==> src/sv/bucketed_log_index_table_unit_assert.svh <==
// Assertion macros for the bucketed log index table unit.
// Depends on nothing; files that check their own logic include it by name.
`ifndef BUCKETED_LOG_INDEX_TABLE_UNIT_ASSERT_SVH
`define BUCKETED_LOG_INDEX_TABLE_UNIT_ASSERT_SVH

`ifndef SYNTHESIS

// Check a property at every rising edge outside reset.
`define BLIT_ASSERT(label, clk, rst_n, prop) \
	label: assert property (@(posedge clk) disable iff (!rst_n) (prop)) \
		else $error("assertion failed");

// Check that a condition never holds outside reset.
`define BLIT_NEVER(label, clk, rst_n, cond) \
	`BLIT_ASSERT(label, clk, rst_n, !(cond))

`else

`define BLIT_ASSERT(label, clk, rst_n, prop)
`define BLIT_NEVER(label, clk, rst_n, cond)

`endif

`endif

==> src/sv/blit_ram.sv <==
// Generic single-write, single-read RAM with registered read data.
// Depends on nothing.
module blit_ram #(
	parameter int WIDTH = 8,
	parameter int DEPTH = 16,
	localparam int AW = (DEPTH > 1) ? $clog2(DEPTH) : 1
) (
	input  logic             clk,
	input  logic             we,
	input  logic [AW-1:0]    waddr,
	input  logic [WIDTH-1:0] wdata,
	input  logic [AW-1:0]    raddr,
	output logic [WIDTH-1:0] rdata
);

	logic [WIDTH-1:0] mem_q [DEPTH];
	logic [WIDTH-1:0] rdata_q;

	always_ff @(posedge clk) begin
		if (we) begin
			mem_q[waddr] <= wdata;
		end
		rdata_q <= mem_q[raddr];
	end

	assign rdata = rdata_q;

endmodule

==> config.mk <==
export PLATFORM = sky130hd
export DESIGN_NAME = blit_ram
export DESIGN_NICKNAME = d
export VERILOG_FILES = /design/src/sv/bucketed_log_index_table_unit_assert.svh /design/src/sv/blit_ram.sv
export SDC_FILE = /design/constraint.sdc
export NUM_CORES = 1
export LEC_CHECK = 0
export ABC_AREA = 1
export BUFFER_PORTS_ARGS = -buffer_cell sky130_fd_sc_hd__buf_4
export CAP_MARGIN = 10
export CORE_ASPECT_RATIO = 0.9
export CORE_MARGIN = 1
export CORE_UTILIZATION = 36
export CTS_CLUSTER_DIAMETER = 60
export DETAILED_ROUTE_END_ITERATION = 6
export PLACE_DENSITY_LB_ADDON = 0.1
export SLEW_MARGIN = 0
export SYNTH_ARGS = -nofsm -noshare
export SYNTH_HDL_FRONTEND = slang
export SYNTH_SLANG_ARGS = --single-unit
==> constraint.sdc <==
create_clock -name clk -period 1.25 [get_ports clk]
set_input_delay 0.1875 -clock clk [delete_from_list [all_inputs] [get_ports clk]]
set_output_delay 0.1875 -clock clk [all_outputs]
set_load 0.03 [all_outputs]
## Word level (Yosys, flattened, before mapping)

Memory sizes are Yosys's and may differ from the RTL's. A register that Yosys moved wholly into a read port is not among the register bits.
Index checks and enable logic that the tools add are counted.

| storage, ports and cells | value |
|---|---|
| flip-flop bits (word level) | 0 |
| memory bits (writable) | 128 |
| logic and storage cells | 3 |
| memories | 1 |

Memory list:

| name | words | bits a word | read ports | clocked after Yosys merged registers in | wr ports | RTL line | RTL |
|---|---|---|---|---|---|---|---|
| mem_q | 16 | 8 | 1 | 1 | 1 | blit_ram.sv:16 | `logic [WIDTH-1:0] mem_q [DEPTH];` |

| operators by class | value |
|---|---|
| muxes and demuxes | 2 |

Operators with widths:

| operator | count |
|---|---|
| $mux 1 | 2 |

## Longest topological paths before layout

| logic depth | value |
|---|---|
| depth in word-level cells | 2 |
| gate-level depth with buffers | 8 |
| mapped depth without buffers | 7 |

## Worst setup path after synthesis

OpenSTA, ideal clock, no wires.

| timing | value |
|---|---|
| kind | input to register |
| start point | in waddr[2] |
| end point | mem mem_q[10][0] (enable) |
| library setup time | 0.370 ns |
| arrival | 0.768 ns |
| path slack | 0.112 ns |
| cell stages on the path | 2 |
| buffers on the path | 0 |
| cells stage by stage | nand3b_1 > nor2_1 |

RTL lines:

| item | RTL line | RTL |
|---|---|---|
| start: declaration | blit_ram.sv:10 | `input logic [AW-1:0] waddr,` |
| end: declaration | blit_ram.sv:16 |  |

No word-level cell before the write port.

## Final worst setup path

| timing | value |
|---|---|
| start point | reg rdata_q[4] (netlist: rdata[4]) (read register of mem_q) |
| end point | out rdata[4] |

RTL lines:

| item | RTL line | RTL |
|---|---|---|
| start: declaration | blit_ram.sv:17 | `logic [WIDTH-1:0] rdata_q;` |
| end: declaration | blit_ram.sv:13 | `output logic [WIDTH-1:0] rdata` |

No word-level cell between the ends.

==> results.md <==
### Pwr
* **Final Total Pwr** 10.2 mW
* **part of the total power dissipated in sequential elements** 50.1%
* **internal cell power** 7.98 mW
* **power density relative to cell area** 1490 nW/um^2
* **peak supply drop** 0.894 mV
* **switching power total** 2.26 mW
* **cell leakage power** 2.99 nW
* **fraction of power consumed by combinational cells** 7.6%
* **part of the power in the clock network** 42.3%
* **fraction of power spent switching nets** 22.1%

### Floorplan
* **Ports** 26
* **Row Count** 43
* **die width** 135 um
* **starting density of the core** 37.1%
* **floorplan die height** 122 um
* **core footprint** 15500 um^2
* **area of the die** 16500 um^2

### Final layout
* **net count of the finished layout** 623
* **fillcell total** 1473
* **area growth from synthesis to final layout** 19.3%
* **number of diodes added for antenna fixing** 0
* **Final Util** 44.2%
* **layout cell share with drive strength beyond 1** 13.8%
* **non-filler cells in the finished layout** 820

### Global route
* **gr usage total** 18.7%
* **via count of the first global-routing pass** 3706
* **number of antenna violations at the first check in global routing** 0
* **largest net degree at the start of global routing** 47
* **total gr overflow** 0
* **wire length of the first global-routing pass** 21.7 mm

### Clocking
* **H-tree levels** 4
* **count of hold-fix buffers inserted at cts** 0
* **number of gates resized after cts** 0
* **Clock transition at path regs** 50 ps
* **CTS tree** done
* **number of buffers on the longest clock path** 2
* **post-CTS repair timing setup buffer count** 0
* **Inserted Clock Buffers** 17
* **number of clock sinks** 136
* **clock insertion delay at the later pin of the skew report** 410 ps
* **clock tree root driver cell** clkbuf_16

### Placement
* **final weighted congestion in routability-driven placement** 0.765
* **count of input and output buffers** 25
* **Post-DP HPWL** 9.04 mm
* **count of placed standard cells including taps** 788
* **Post-Place Worst Slack** -62.7 ps

### Logic synthesis
* **synthesized area per cell** 10.5 um^2
* **proportion of synthesized chip area in sequential cells** 69.4%
* **xor/xnor share of the synthesized area** 0%
* **number of distinct library cells after synthesis** 12
* **cell area after synthesis** 5770 um^2
* **Synth Area in Adders** 0%
* **cell taking the most area after synthesis** edfxtp_1
* **Net Count, Synth** 569
* **Cells after Synth** 551
* **number of synthesized register bits** 136
* **Yosys warnings** 0
* **share of the synthesized area in compound gates (AO/OA/AOI/OAI)** 0%
* **main combinational cell family by area after synthesis** simple AND/OR/NAND/NOR gates
* **share of the synthesized area in the top cell type** 66.7%
* **area share of and/or/nand/nor cells after synthesis** 21.0%
* **share of synthesized area spent on multiplexers** 0%
* **cell types occupying the most area after synthesis** edfxtp_1, nand2_1, nand3_1

### STA
* **Slew @ Worst Pin** 343 ps
* **count of final max-slew check failures** 0
* **post-route setup TNS** 0 ps
* **final hold violations** 0
* **Final Cycle Share** 91.0%
* **RSZ-0062 raised after global routing** false
* **crit path time final** 1140 ps
* **remaining max-slew budget at the tightest pin** 77.1%
* **fmax** 0.879 GHz
* **worst setup skew after layout** 8.18 ps
* **Worst Setup Slack, final** 113 ps
* **endpoints failing setup** 0

### Detailed routing
* **sum of routed wire length over all layers** 14.1 mm
* **count of vias placed by the detailed router** 3789
* **first-iteration detailed-routing DRC count** 363
* **final routed wire length divided by cell count** 17.2 um
* **Detail Route Antenna Nets** 0
* **remaining routing DRC violations** 0
* **number of vias per cell after detailed routing** 4.62
* **router iterations before antenna repair** 4

### Worst setup path
* **FF-to-FF End** rdata[0]
* **launch point of the worst reg-to-reg path** mem_q[15][0]
* **startpoint types** flop
* **critical path buffer and inverter count** 1
* **worst path required time** 1060 ps
* **worst-case reg-to-reg path depth** 6
* **Worst Path Arrival** 950 ps
* **flop2flop setup slack** 190 ps
* **delay of the slowest critical-path stage** 360 ps
* **crit-path cells** buf_4
* **critical path peak fanout** 1
* **CP top delay family** flip-flops
* **CP max-delay cell** dfxtp_1
* **crit path capture type** output port
* **Worst Setup Path Type** reg -> out

### Outcome
* **status** complete, no violations

### Job
* **maxcap violations** 0

### Min path
* **Worst Hold Endpoint** rdata[4]
* **type of the tightest min-delay check** in -> reg
* **Hold Path Stages** 3
* **startpoint of the lowest-slack hold path** raddr[3]

[layout make-up]
| type | instances | area, um^2 | share of cell area [%] |
|---|---|---|---|
| clock buffer | 27 | 483 | 7.02 |
| clock inverter | 5 | 25.0 | 0.364 |
| inverter | 102 | 383 | 5.57 |
| multi-input combinational | 289 | 1210 | 17.6 |
| sequential | 136 | 4000 | 58.2 |
| tap | 202 | 253 | 3.67 |
| timing repair buffer | 59 | 518 | 7.53 |
[power groups by stage]
stage               clock network [mW]  registers (mW)  logic, mW
finish                            4.34            5.13      0.779
global route                      4.63            5.14      0.856
CTS                               4.44            5.13      0.793
detailed placement                   0            5.22      0.790
global placement                     0            5.22      0.787
floorplan                            0            5.28      0.360
[worst max path at each step]
| stage | startpoint | end | slack (ps) | cells after the start |
|---|---|---|---|---|
| 2_1_floorplan | waddr[2] | mem_q[10][0] | 110 | 2 |
| 5_1_grt | rdata[4] | rdata[4] | 70 | 1 |
| 4_1_cts | rdata[4] | rdata[4] | 90 | 1 |
| 6_report | rdata[4] | rdata[4] | 110 | 1 |
| 3_3_place_gp | raddr[0] | rdata[1] | -60 | 9 |
| 3_5_place_dp | raddr[0] | rdata[1] | -60 | 9 |
[per-layer routing]
layer | global-route usage [%] | part of all wire [%] | vias up
li1 | - | - | 1880
met1 | 26.6 | 49 | 1820
met2 | 28.2 | 46 | 82
met3 | 4.74 | 4.6 | 7
met4 | 5.27 | 0.73 | 0
met5 | 0 | 0 | -
[cell families (layout without fill, tap and decap cells)]
family / count (synthesis) / in the layout
AND/OR/NAND/NOR: 289 / 289
flip-flops: 136 / 136
buffers and inverters: 126 / 193
[synthesized netlist by cell type]
| master | count |
|---|---|
| nand2_1 | 173 |
| edfxtp_1 | 128 |
| inv_1 | 100 |
| nand3_1 | 97 |
| nor2_1 | 17 |
| buf_2 | 13 |
| dfxtp_1 | 8 |
| buf_6 | 6 |
| buf_4 | 4 |
| inv_2 | 2 |
| nand3b_1 | 2 |
| buf_1 | 1 |
[through the flow]
stage | hold slack, ps | cell area, um^2
6_report | 114 | 6880
5_1_grt | 111 | 6880
4_1_cts | 101 | 6880
3_5_place_dp | 532 | 6370
3_3_place_gp | 531 | 6370
2_1_floorplan | 286 | 5770
[state kept, by name, indices dropped and copies added (netlist names)]
name / cells
mem_q: 128
rdata: 8
[placed cells by master (no fill, tap or decap)]
cell and count:
buf_12 6, buf_4 53, clkbuf_1 8, clkbuf_16 17, clkbuf_8 2, clkinv_2 5
dfxtp_1 8, edfxtp_1 128, inv_1 100, inv_2 2, nand2_1 173, nand3_1 97
nand3b_1 2, nor2_1 17
[worst reg2reg max path: stages, from the launching register on]
cell and delay, ps:
edfxtp_1 360, inv_1 60, nand2_1 50, nand3_1 90, nand3_1 130, nand3_1 170, nand2_1 70
(Power assumes the default switching activity.)
